## src/sv/trc_pkg.sv

```systemverilog
// Shared constants, types and command/status structs for the tile map collision block.
`timescale 1ns / 1ps
package trc_pkg;

    // Tile store geometry; the store address is {row, col}
    localparam int C_MAX_COLS = 64;
    localparam int C_MAX_ROWS = 64;
    localparam int C_COL_W    = $clog2(C_MAX_COLS);
    localparam int C_ROW_W    = $clog2(C_MAX_ROWS);
    localparam int C_ADDR_W   = C_COL_W + C_ROW_W;
    localparam int C_DEPTH    = C_MAX_COLS * C_MAX_ROWS;

    localparam int C_WORD_W   = 32;
    localparam int C_IDX_W    = 29;
    localparam int C_TSIZE_W  = 11;
    localparam int C_CNT_W    = 7;
    localparam int C_COORD_W  = 16;
    localparam int C_LEN_W    = 15;
    localparam int C_SUM_W    = C_COORD_W + 1;
    localparam int C_DIV_W    = 16;
    localparam int C_DIVCNT_W = $clog2(C_DIV_W + 1);

    localparam int C_CFG_IDX_W  = 2;
    localparam int C_CFG_DATA_W = C_TSIZE_W;

    // Configuration register indices
    localparam logic [C_CFG_IDX_W-1:0] C_REG_TILE_W   = 2'd0;
    localparam logic [C_CFG_IDX_W-1:0] C_REG_TILE_H   = 2'd1;
    localparam logic [C_CFG_IDX_W-1:0] C_REG_MAP_COLS = 2'd2;
    localparam logic [C_CFG_IDX_W-1:0] C_REG_MAP_ROWS = 2'd3;

    localparam logic [C_TSIZE_W-1:0] C_TILE_SIZE_RST = 11'd32;
    localparam logic [C_CNT_W-1:0]   C_MAP_COLS_RST  = 7'd64;
    localparam logic [C_CNT_W-1:0]   C_MAP_ROWS_RST  = 7'd64;
    localparam logic [C_CNT_W-1:0]   C_MAX_COLS_V    = C_CNT_W'(C_MAX_COLS);
    localparam logic [C_CNT_W-1:0]   C_MAX_ROWS_V    = C_CNT_W'(C_MAX_ROWS);

    // Column/row reported when nothing is found (-1)
    localparam logic [C_CNT_W-1:0] C_NO_HIT_POS = '1;

    // Rectangle edge slots, divided in this order
    typedef logic [1:0] t_slot;
    localparam t_slot C_SLOT_LEFT   = 2'd0;
    localparam t_slot C_SLOT_RIGHT  = 2'd1;
    localparam t_slot C_SLOT_TOP    = 2'd2;
    localparam t_slot C_SLOT_BOTTOM = 2'd3;

    typedef struct packed {
        logic  clr_en;
        logic  tile_wr;
        logic  load;
        logic  div_start;
        logic  div_store;
        t_slot div_sel;
        logic  scan_init;
        logic  scan_en;
        logic  finish;
    } t_dp_cmd;

    typedef struct packed {
        logic clr_last;
        logic div_done;
        logic found;
        logic scan_done;
    } t_dp_status;

endpackage

```

## src/sv/trc_ctrl.sv

```systemverilog
// Controller: sequences store clearing, tile writes, each edge's division and the tile scan.
`timescale 1ns / 1ps
module trc_ctrl (
    input  logic                i_clk,
    input  logic                i_rst_n,
    input  logic                i_start,
    input  logic                i_mode,
    input  trc_pkg::t_dp_status i_status,
    output trc_pkg::t_dp_cmd    o_cmd,
    output logic                o_busy,
    output logic                o_valid
);
    import trc_pkg::*;

    typedef enum logic [5:0] {
        S_CLEAR     = 6'b000001,
        S_IDLE      = 6'b000010,
        S_DIV_GO    = 6'b000100,
        S_DIV_WAIT  = 6'b001000,
        S_SCAN_INIT = 6'b010000,
        S_SCAN      = 6'b100000
    } t_state;

    t_state  r_state;
    t_state  n_state;
    t_slot   r_sel;
    t_slot   n_sel;
    logic    r_valid;
    logic    n_valid;
    t_dp_cmd w_cmd;

    always_comb begin
        n_state       = r_state;
        n_sel         = r_sel;
        n_valid       = 1'b0;
        w_cmd         = '0;
        w_cmd.div_sel = r_sel;
        unique case (r_state)
            S_CLEAR: begin
                w_cmd.clr_en = 1'b1;
                if (i_status.clr_last) begin
                    n_state = S_IDLE;
                end
            end
            S_IDLE: begin
                if (i_start) begin
                    if (i_mode) begin
                        w_cmd.load = 1'b1;
                        n_sel      = C_SLOT_LEFT;
                        n_state    = S_DIV_GO;
                    end else begin
                        w_cmd.tile_wr = 1'b1;
                    end
                end
            end
            S_DIV_GO: begin
                w_cmd.div_start = 1'b1;
                n_state         = S_DIV_WAIT;
            end
            S_DIV_WAIT: begin
                if (i_status.div_done) begin
                    w_cmd.div_store = 1'b1;
                    if (r_sel == C_SLOT_BOTTOM) begin
                        n_state = S_SCAN_INIT;
                    end else begin
                        n_sel   = r_sel + 2'd1;
                        n_state = S_DIV_GO;
                    end
                end
            end
            S_SCAN_INIT: begin
                w_cmd.scan_init = 1'b1;
                n_state         = S_SCAN;
            end
            S_SCAN: begin
                w_cmd.scan_en = 1'b1;
                if (i_status.found || i_status.scan_done) begin
                    w_cmd.finish = 1'b1;
                    n_valid      = 1'b1;
                    n_state      = S_IDLE;
                end
            end
            default: begin
                n_state = S_IDLE;
            end
        endcase
    end

    always_ff @(posedge i_clk) begin
        if (!i_rst_n) begin
            r_state <= S_CLEAR;
            r_sel   <= C_SLOT_LEFT;
            r_valid <= 1'b0;
        end else begin
            r_state <= n_state;
            r_sel   <= n_sel;
            r_valid <= n_valid;
        end
    end

    assign o_cmd   = w_cmd;
    assign o_busy  = (r_state != S_IDLE);
    assign o_valid = r_valid;

endmodule

```

## config.mk

```make
export PLATFORM = sky130hd
export DESIGN_NAME = trc_ctrl
export DESIGN_NICKNAME = d
export VERILOG_FILES = /design/src/sv/trc_pkg.sv /design/src/sv/trc_ctrl.sv
export SDC_FILE = /design/constraint.sdc
export NUM_CORES = 1
export LEC_CHECK = 0
export BUFFER_PORTS_ARGS = -buffer_cell sky130_fd_sc_hd__buf_4
export CAP_MARGIN = 20
export CELL_PAD_IN_SITES_DETAIL_PLACEMENT = 0
export CELL_PAD_IN_SITES_GLOBAL_PLACEMENT = 1
export CORE_MARGIN = 2
export CORE_UTILIZATION = 24
export DETAILED_ROUTE_END_ITERATION = 12
export HOLD_SLACK_MARGIN = 0.03
export PLACE_DENSITY_LB_ADDON = 0.1
export SETUP_SLACK_MARGIN = 0.5
export SLEW_MARGIN = 5
export SYNTH_ARGS = -nofsm -noshare
export SYNTH_HDL_FRONTEND = slang
export SYNTH_SLANG_ARGS = --single-unit
export TNS_END_PERCENT = 20
```

## constraint.sdc

```tcl
create_clock -name i_clk -period 2.4 [get_ports i_clk]
set_clock_uncertainty 0.2 [all_clocks]
set_input_delay 0.24 -clock i_clk [delete_from_list [all_inputs] [get_ports i_clk]]
set_output_delay 0.24 -clock i_clk [all_outputs]
set_load 0.1 [all_outputs]
```

==> results of run 1 <==
## flip-flops by register name (all words and copies together), names as in the netlist
name and count:
o_valid 1, r_state 6, r_sel 2
## per-stage QoR
stage	power, mW	cells
final	0.3848	115
after detailed placement	0.2611	104
after global routing	0.4104	115
after global placement	0.2621	104
after floorplan	0.2375	57
after CTS	0.3896	113
## worst max-delay path by stage
stage                     startpoint       end  slack, ns
after CTS                 r_state[2]  o_cmd[5]        0.1
final                     r_state[1]  o_cmd[5]       0.14
after global routing      r_state[1]  o_cmd[5]       0.09
after detailed placement  r_state[0]  o_cmd[5]       0.27
after floorplan           r_state[0]  o_cmd[0]      -0.32
after global placement    r_state[0]  o_cmd[5]       0.28
## cell usage in the layout, fill, tap and decap left out, types with 2 or more instances in the layout
master	count
clkbuf_4	3
dfxtp_1	5
nor3b_4	3
buf_4	24
nor2_1	7
mux2i_1	2
inv_1	2
nor2_4	2
buf_12	2
dfxtp_2	4
or4_4	2
nand3_1	2
nand2_1	5
## cells by family after synthesis
kind of cell | after synthesis
AOI/OAI and AO/OA | 7
xor gates and xnor gates | 1
adders and majority gates | 1
buffers and inverters | 3
DFF | 9
muxes | 2
and+or+nand+nor | 34
## metal layers
layer  wire length [um]  GRT usage (%)  part of all wire (%)
met1                636          16.14                    48
met2                633          17.32                    48
met3                 34          1.818                   2.6
met4                  9          6.944                  0.69
met5                  0              0                     0
## final cells by class
type                            instances  area [sq um]
Fill cell                             213          1119
Multi-Input combinational cell         45         369.1
Timing Repair Buffer                   28         241.5
Sequential cell                         9         185.2
Tap cell                               27         33.78
Clock buffer                            4         26.28
Inverter                                2         7.507
## cell usage after synthesis, drive strengths merged (2+ instances only)
cell type	number
nor3b	5
nor2	9
nand2	6
and2b	2
nand3	2
dfxtp	9
mux2i	2
inv	2
or4	4
## critical path, cell delays in order, from the launching register on
cell     delay, ns
dfxtp_2       0.33
or4_4         0.54
or3b_4        0.41
nor2_4        0.11
buf_12        0.18
## what timing repair did
| item | in CTS | in global routing |
|---|---|---|
| hold buffers | 1 | 0 |
| setup buffers | 4 | 2 |
| endpoints found under the hold margin | 1 | 0 |
| pin swaps | 4 | 3 |
| gates resized for setup | 8 | 3 |
| endpoints found under the setup margin | 12 | 15 |
## report_power, final
group / switching [mW] / internal (mW)
Clock: 0.0530 / 0.0641
Sequential: 0.00405 / 0.154
Combinational: 0.0672 / 0.0421
==> metrics.md, run 1 <==
| Metric | Value |
|---|---|
| Fin Hold WS | roughly 0.066 ns |
| Place WS | around 0.27 ns |
| Fin area | 863.3 sq um |
| Diode count | 0 |
| Reg2reg setup slack | 0.30 ns |
| Initial Util | approximately a quarter |
| Global-route wire length before repair | ~2200 um |
| Reg2reg start | r_state[1] |
| H-tree level count | 1 |
| Crit Path Category | reg -> out |
| Clock transition at path regs | around 0.06 ns |
| Clock Path Buffers | 2 |
| Reg2Reg Depth | 5 |
| Req. time, crit path | slightly below 2 ns |
| Ranking of synthesized cells by area | dfxtp_1 (35%), nor2_1 (6.6%), nor3b_1 (5.9%), nand2_1 (4.4%), mux2i_1 (3.9%) |
| Hold EP | r_state[3] |
| 1st-iter DRT viols | 3 |
| Slew HR | around three quarters |
| CP Max Fanout | 4 |
| Fraction of layout cells with a size suffix above 1 | 56.82% |
| Worst hold path cell count | 2 |
| Total number of yosys warnings | 0 |
| Number of global-route vias before repair | approximately 500 |
| Port bufs | 19 |
| Area of the die | approximately 2500 sq um |
| Routed len/inst | between 10 and 15 um |
| Main synth FF type | dfxtp_1 |
| Max Cap Viol | 0 |
| CP arrival | between 1.5 and 2 ns |
| Largest net degree at the start of global routing | 10 |
| Final Hold Fails | 0 |
| Initial antenna violation count | 0 |
| RSZ-0062 raised after global routing | yes |
| Static Leakage | 0.3652 nW |
| Mux cell area share after synthesis | 3.922% |
| Post-Synth XOR/XNOR Area | 1.716% |
| Mean Syn Cell Area | approximately 9.0 sq um |
| Distinct cells, synth | 29 |
| Core Area | between 1500 and 2000 sq um |
| Compound-Gate Fraction of Synth Area | 12.50% |
| Min-Delay Path Class | in -> reg |
| Area grow syn2layout | 69.12% |
| Rows | 16 |
| Mapped Area | 510.5 sq um |
| Post-Synth Simple-Gate Area | between 40% and 50% |
| DRT Pass-1 Iters | 4 |
| Setup_tns | 0 ns |
| Die Wd | roughly 50 um |
| Slew Limit Fails | 0 |
| Syn Nets | 66 |
| Clk_lat worst skew | roughly 0.26 ns |
| Post-DRT Antenna Nets | 0 |
| Via density | 4.357 |
| R2R Path End | r_sel[1] |
| Period utilisation layout | ~94% |
| Setup-failing EPs final | 0 |
| Worst Tran Pin Value | about 0.35 ns |
| Routability cong. | a little under 0.7 |
| Syn Inst Count | 57 |
| Via Count | 501 |
| CTS Sinks | 9 |
| CTS tree | built |
| Final core utilization | between 40% and 50% |
| Power Dens Cells | 445.7 nW/um^2 |
| Crit. End Element | output pin |
| Layout Nets | just under 100 |
| Placed cell areas | roughly 740 sq um |
| Register area share after synthesis | 35.29% |
| # IOs | 20 |
| Root buf cell | clkbuf_4 |
| Synth area leader | dfxtp_1 |
| Die H | 50.12 um |
| Dpl hpwl | 996.7 um |
| Adder-cell share of the synthesized area | approximately 2.5% |
| Grt ovf | 0 |
| Async set-reset flop share out of synthesis | 0% |
| Hold path startpoint | i_rst_n |
| Worst setup margin | 0.1369 ns |
| DRC viols | 0 |
| VDD IR max | between 0.2 and 0.25 mV |
| FMAX | approximately 0.44 GHz |
| Status | complete, no violations |
| Worst setup SP type | register |
| Main combinational cell family by area after synthesis | simple AND/OR/NAND/NOR gates |
| Inserted Clock Buffers | 3 |
| Top-area cell type share of the netlist area | about a third |
| Post-layout min period | approximately 2.3 ns |
| Synth Register Bits | 9 |
| Total Wirelength | between 1000 and 1500 um |
| Post-synth EDFFs | 0 |
| GR Util All Layers | a little under an eighth |
Power figures use the tool's default switching activity.
==> run 2: changes to the inputs <==
==> constraint.sdc (replaced) <==
create_clock -name i_clk -period 2.55 [get_ports i_clk]
set_clock_uncertainty 0.2 [all_clocks]
set_input_delay 0.255 -clock i_clk [delete_from_list [all_inputs] [get_ports i_clk]]
set_output_delay 0.255 -clock i_clk [all_outputs]
set_load 0.1 [all_outputs]
==> metrics.md, run 2 (same netlist as run 1, synthesis figures left out) <==
| Metric | Value |
|---|---|
| Status | complete, no violations |
| Multi-input logic area | 375.4 sq um (+1.7%) |
| Worst setup SP type | register |
| Period utilisation layout | around nine tenths |
| Global-route wire length before repair | 2470 um (+11%) |
| Diode count | 0 (unchanged) |
| Worst Tran Pin Value | 0.4034 ns (+0.05073 ns) |
| CP Max Fanout | 5 (+1) |
| # IOs | 20 (unchanged) |
| Power Dens Cells | 422.4 nW/um^2 (-5.2%) |
| Max reg flops | 6 (unchanged) |
| Clock network power share | 32.0% (+1.6 points) |
| P_sw | 122.4 uW (-1.5%) |
| Layout Nets | 96 (-2.0%) |
| Clock transition at path regs | 0.07 ns (about the same) |
| CTS tree | built |
| Final Hold Fails | 0 (unchanged) |
| Most common cell after layout, fill and taps aside | buf_4 |
| Slew Limit Fails | 0 (unchanged) |
| Min-Delay Path Class | in -> reg |
| 1st-iter DRT viols | 4 (+1) |
| Root buf cell | clkbuf_4 |
| Via density | 4.504 (+3.4%) |
| RSZ-0062 raised after global routing | yes |
| Comb pwr share | 27.2% (-1.2 points) |
| Total Wirelength | 1429 um (+8.8%) |
| Register area | 186.4 sq um (+0.68%) |
| Commonest non-fill, non-tap cells in the layout | buf_4 (21), nor2_1 (7), dfxtp_1 (6) |
| VDD IR max | 0.1899 mV (-21%) |
| Post-layout min period | about 2.3 ns |
| Rows | 16 (unchanged) |
| Place WS | 0.4131 ns (+0.1441 ns) |
| Req. time, crit path | 2.10 ns (+0.14 ns) |
| P_int | 240.7 uW (-7.6%) |
| CP arrival | 1.84 ns (+0.02 ns) |
| Fin Hold WS | 0.07658 ns (+0.01087 ns) |
| Clock Path Buffers | 2 (unchanged) |
| Number of global-route vias before repair | 532 (+7.9%) |
| Largest net degree at the start of global routing | 10 (unchanged) |
| DRT Pass-1 Iters | 4 (unchanged) |
| Via Count | 509 (+1.6%) |
| Routed len/inst | 12.65 um (+11%) |
| Static Leakage | 0.3595 nW (-1.6%) |
| DRC viols | 0 (unchanged) |
| Core Area | 1982 sq um (unchanged) |
| Setup-failing EPs final | 0 (unchanged) |
| Post-route insts no fill | 113 (-1.7%) |
| Max Cap Viol | 0 (unchanged) |
| Slew HR | 72.88% (-3.4 points) |
| Area grow syn2layout | 68.38% |
| Filler cells | 204 (-4.2%) |
| Crit Path Category | reg -> out |
| Die Wd | 50.12 um (unchanged) |
| Most flops, register | r_state |
| Initial antenna violation count | 0 (unchanged) |
| Register share of total power | 40.8% (-0.4 points) |
| Placed Cells | 103 (-0.96%) |
| Grt ovf | 0 (unchanged) |
| Area of the die | 2512 sq um (unchanged) |
| Fraction of layout cells with a size suffix above 1 | 55.81% (-1.0 points) |
| Port bufs | 19 (unchanged) |
| CTS Sinks | 9 (unchanged) |
| Final core utilization | 43.37% (-0.19 points) |
| Sw frac | 33.70% (+1.4 points) |
| Clk_lat worst skew | 0.26 ns (about the same) |
| H-tree level count | 1 (unchanged) |
| Dpl hpwl | 997.1 um (about the same) |
| Die H | 50.12 um (unchanged) |
| Inserted Clock Buffers | 3 (unchanged) |
| GR Util All Layers | 13.32% (+1.5 points) |
| Initial Util | 25.76% (unchanged) |
| FMAX | roughly 0.44 GHz |
| Worst setup margin | 0.2553 ns (+0.1184 ns) |
| Crit. End Element | output pin |
| Setup_tns | 0 ns (unchanged) |
| Post-DRT Antenna Nets | 0 (unchanged) |
| Routability cong. | 0.7008 (+1.3%) |
## run 2: cell count changes in the layout (fill, tap and decap cells not counted), sizes merged
| cell | change |
|---|---|
| buf | -2 |
## run 2: power groups by stage
stage	Sequential, mW	Clock [mW]	Combinational (mW)
2_1_floorplan	0.151	0	0.0723
4_1_cts	0.148	0.122	0.0991
5_1_grt	0.149	0.131	0.104
3_3_place_gp	0.152	0	0.0945
3_5_place_dp	0.152	0	0.0933
6_report	0.148	0.116	0.0989
## run 2: final timing paths
path                                  from    endpoint  slack, ns  cells after the start
worst max-delay path            r_state[1]    o_cmd[5]       0.26                      4
worst min-delay path               i_rst_n  r_state[3]       0.08                      2
worst max register to register  r_state[1]    r_sel[1]       0.43                      5
worst min register to register    r_sel[1]    r_sel[1]       0.29                      2
## run 2: area by class of cell
| cell class | count | share of cell area, % |
|---|---|---|
| Clock buffer | 4 | 3.057 |
| Inverter | 2 | 0.8734 |
| Multi-Input combinational cell | 45 | 43.67 |
| Sequential cell | 9 | 21.69 |
| Tap cell | 27 | 3.930 |
| Timing Repair Buffer | 26 | 26.78 |
## run 2: routing by layer
metal | GRT usage [%] | vias to the layer above | routed length, um | part of all wire, %
li1 | - | 272 | - | -
met1 | 17.22 | 230 | 651 | 46
met2 | 20.61 | 5 | 731 | 51
met3 | 1.818 | 2 | 31 | 2.2
met4 | 8.333 | 0 | 14 | 0.98
met5 | 0 | - | 0 | 0
## run 2: critical path, stage by stage (launching register included)
cell and delay (ns):
dfxtp_2 0.34, or4_4 0.54, or3b_4 0.41, nor2_4 0.11, buf_12 0.18
## run 2: what timing repair did
| action | CTS | global route |
|---|---|---|
| endpoints found under the hold margin | 1 | 0 |
| hold buffers | 1 | 0 |
| setup buffers | 4 | 1 |
| resized for setup | 9 | 4 |
| setup endpoints to repair | 9 | 14 |
| pin swaps | 3 | 5 |
## run 2: per-stage QoR
stage / total power, mW / area (sq um)
global route: 0.3841 / 859.6
detailed placement: 0.2455 / 737.0
CTS: 0.3693 / 835.8
floorplan: 0.2236 / 563.0
finish: 0.3631 / 859.6
global placement: 0.2462 / 737.0
==> run 3: changes to the inputs <==
--- a/config.mk
+++ b/config.mk
@@ -11,8 +11,9 @@
 export CELL_PAD_IN_SITES_GLOBAL_PLACEMENT = 1
 export CORE_MARGIN = 2
 export CORE_UTILIZATION = 24
+export CTS_BUF_LIST = sky130_fd_sc_hd__clkbuf_4 sky130_fd_sc_hd__clkbuf_8
 export DETAILED_ROUTE_END_ITERATION = 12
-export HOLD_SLACK_MARGIN = 0.03
+export HOLD_SLACK_MARGIN = 0.1
 export PLACE_DENSITY_LB_ADDON = 0.1
 export SETUP_SLACK_MARGIN = 0.5
 export SLEW_MARGIN = 5
==> metrics.md, run 3 (same netlist as run 1, synthesis figures left out) <==
| Metric | Value |
|---|---|
| RSZ-0062 raised after global routing | yes |
| Static Leakage | 0.3810 nW (+6.0%) |
| Via density | 4.513 (+0.19%) |
| CTS Sinks | 9 (unchanged) |
| Post-DRT Antenna Nets | 0 (unchanged) |
| Hold path startpoint | i_start |
| Die H | 50.12 um (unchanged) |
| DRT Pass-1 Iters | 4 (unchanged) |
| Slew Limit Fails | 0 (unchanged) |
| Routability cong. | 0.7008 (unchanged) |
| Status | complete, no violations |
| Diode count | 0 (unchanged) |
| Clock Path Buffers | 2 (unchanged) |
| Period utilisation layout | 89.96% (about the same) |
| Area of the die | 2512 sq um (unchanged) |
| Port bufs | 19 (unchanged) |
| Power Dens Cells | 419.1 nW/um^2 (-0.77%) |
| Crit. End Element | output pin |
| Worst-path cell chain | or4_4, or3b_4, nor2_4, buf_12 |
| Most flops, register | r_state |
| Critical Path Start | r_state[2] |
| Fin area | 903.4 sq um (+5.1%) |
| GR Util All Layers | 13.51% (+0.19 points) |
| CTS tree | built |
| Area grow syn2layout | 76.96% |
| Global-route wire length before repair | 2532 um (+2.5%) |
| WP buf/inv | 1 (unchanged) |
| Slew HR | 72.84% (about the same) |
| Largest net degree at the start of global routing | 10 (unchanged) |
| Commonest non-fill, non-tap cells in the layout | buf_4 (21), nor2_1 (7), dfxtp_1 (6) |
| Multi-input logic area | 375.4 sq um (unchanged) |
| Rows | 16 (unchanged) |
| Req. time, crit path | 2.10 ns (about the same) |
| Cell family with most CP delay | simple AND/OR/NAND/NOR gates |
| Setup-failing EPs final | 0 (unchanged) |
| FMAX | 0.4359 GHz (about the same) |
| DRC viols | 0 (unchanged) |
| Post-route insts no fill | 117 (+3.5%) |
| Root buf cell | clkbuf_4 |
| Worst setup SP type | register |
| Post-layout min period | 2.294 ns (-0.0008380 ns) |
| Placed Cells | 103 (unchanged) |
| Placed cell areas | 737.0 sq um (unchanged) |
| Min-Delay Path Class | in -> reg |
| CP arrival | 1.84 ns (about the same) |
| Most common cell after layout, fill and taps aside | buf_4 |
| Slowest CP cell | or4_4 |
| Grt ovf | 0 (unchanged) |
| Critical Path Max Stage Delay | 0.53 ns (about the same) |
| Die Wd | 50.12 um (unchanged) |
| Clock transition at path regs | 0.07 ns (about the same) |
| Crit Path Category | reg -> out |
| Initial Util | 25.76% (unchanged) |
| Layout Nets | 100 (+4.2%) |
| Total Wirelength | 1465 um (+2.5%) |
| Setup_tns | 0 ns (unchanged) |
| Max Cap Viol | 0 (unchanged) |
| Final Hold Fails | 0 (unchanged) |
| Via Count | 528 (+3.7%) |
| Total power | 378.6 uW (+4.3%) |
| Worst Tran Pin Value | 0.4040 ns (+0.0006188 ns) |
| VDD IR max | 0.1891 mV (-0.42%) |
| H-tree level count | 1 (unchanged) |
| Core Area | 1982 sq um (unchanged) |
| Fin Hold WS | 0.2293 ns (+0.1527 ns) |
| Worst setup margin | 0.2561 ns (+0.0008380 ns) |
| Reg2reg start | r_state[2] |
| Register area | 186.4 sq um (unchanged) |
| CP Max Fanout | 2 (-3) |
| Dpl hpwl | 997.1 um (unchanged) |
| Number of global-route vias before repair | 549 (+3.2%) |
| 1st-iter DRT viols | 4 (unchanged) |
| Final core utilization | 45.58% (+2.2 points) |
| Fraction of layout cells with a size suffix above 1 | 54.44% (-1.4 points) |
| Initial antenna violation count | 0 (unchanged) |
| Clk_lat worst skew | 0.26 ns (about the same) |
| Place WS | 0.4131 ns (unchanged) |
| Max reg flops | 6 (unchanged) |
| Routed len/inst | 12.52 um (-0.99%) |
| Inserted Clock Buffers | 3 (unchanged) |
| # IOs | 20 (unchanged) |
| Filler cells | 198 (-2.9%) |
## run 3: routing by layer
| layer | global-route usage, % | wire [um] |
|---|---|---|
| met4 | 6.944 | 14 |
| met1 | 17.59 | 670 |
| met5 | 0 | 0 |
| met3 | 1.818 | 29 |
| met2 | 21.49 | 750 |
## run 3: final timing paths
kind | cells past startpoint | slack, ns | endpoint
setup / recovery | 4 | 0.26 | o_cmd[5]
hold / removal | 4 | 0.23 | r_state[1]
setup reg to reg | 5 | 0.43 | r_sel[1]
hold reg to reg | 2 | 0.29 | r_sel[1]
## run 3: power by group
| group | leakage (nW) | switching [mW] | total, mW | internal, mW |
|---|---|---|---|---|
| registers | 0.0747 | 0.00427 | 0.148 | 0.144 |
| logic | 0.288 | 0.0636 | 0.104 | 0.0402 |
| clock network | 0.0184 | 0.0555 | 0.127 | 0.0711 |
| total | 0.381 | 0.123 | 0.379 | 0.255 |
## run 3: worst reg2reg max path, cell delays in order, from the launching register on
cell and delay, ns:
dfxtp_4 0.34, or4_4 0.53, or3b_4 0.41, buf_4 0.16
o211ai_2 0.22, mux2i_1 0.20
## run 3: area by class of cell
cell class / count / area share [%]
multi-input combinational: 45 / 41.55
clock buffer: 4 / 3.324
inverter: 2 / 0.8310
tap: 27 / 3.740
sequential: 9 / 20.64
timing repair buffer: 30 / 29.92
## run 3: timing repair
action	4_1_cts	5_1_grt
buffers inserted	4	1
pin swaps	3	4
hold buffers	5	0
resized for setup	9	4
setup endpoints to repair	9	14
cloned	0	0
endpoints found under the hold margin	4	0
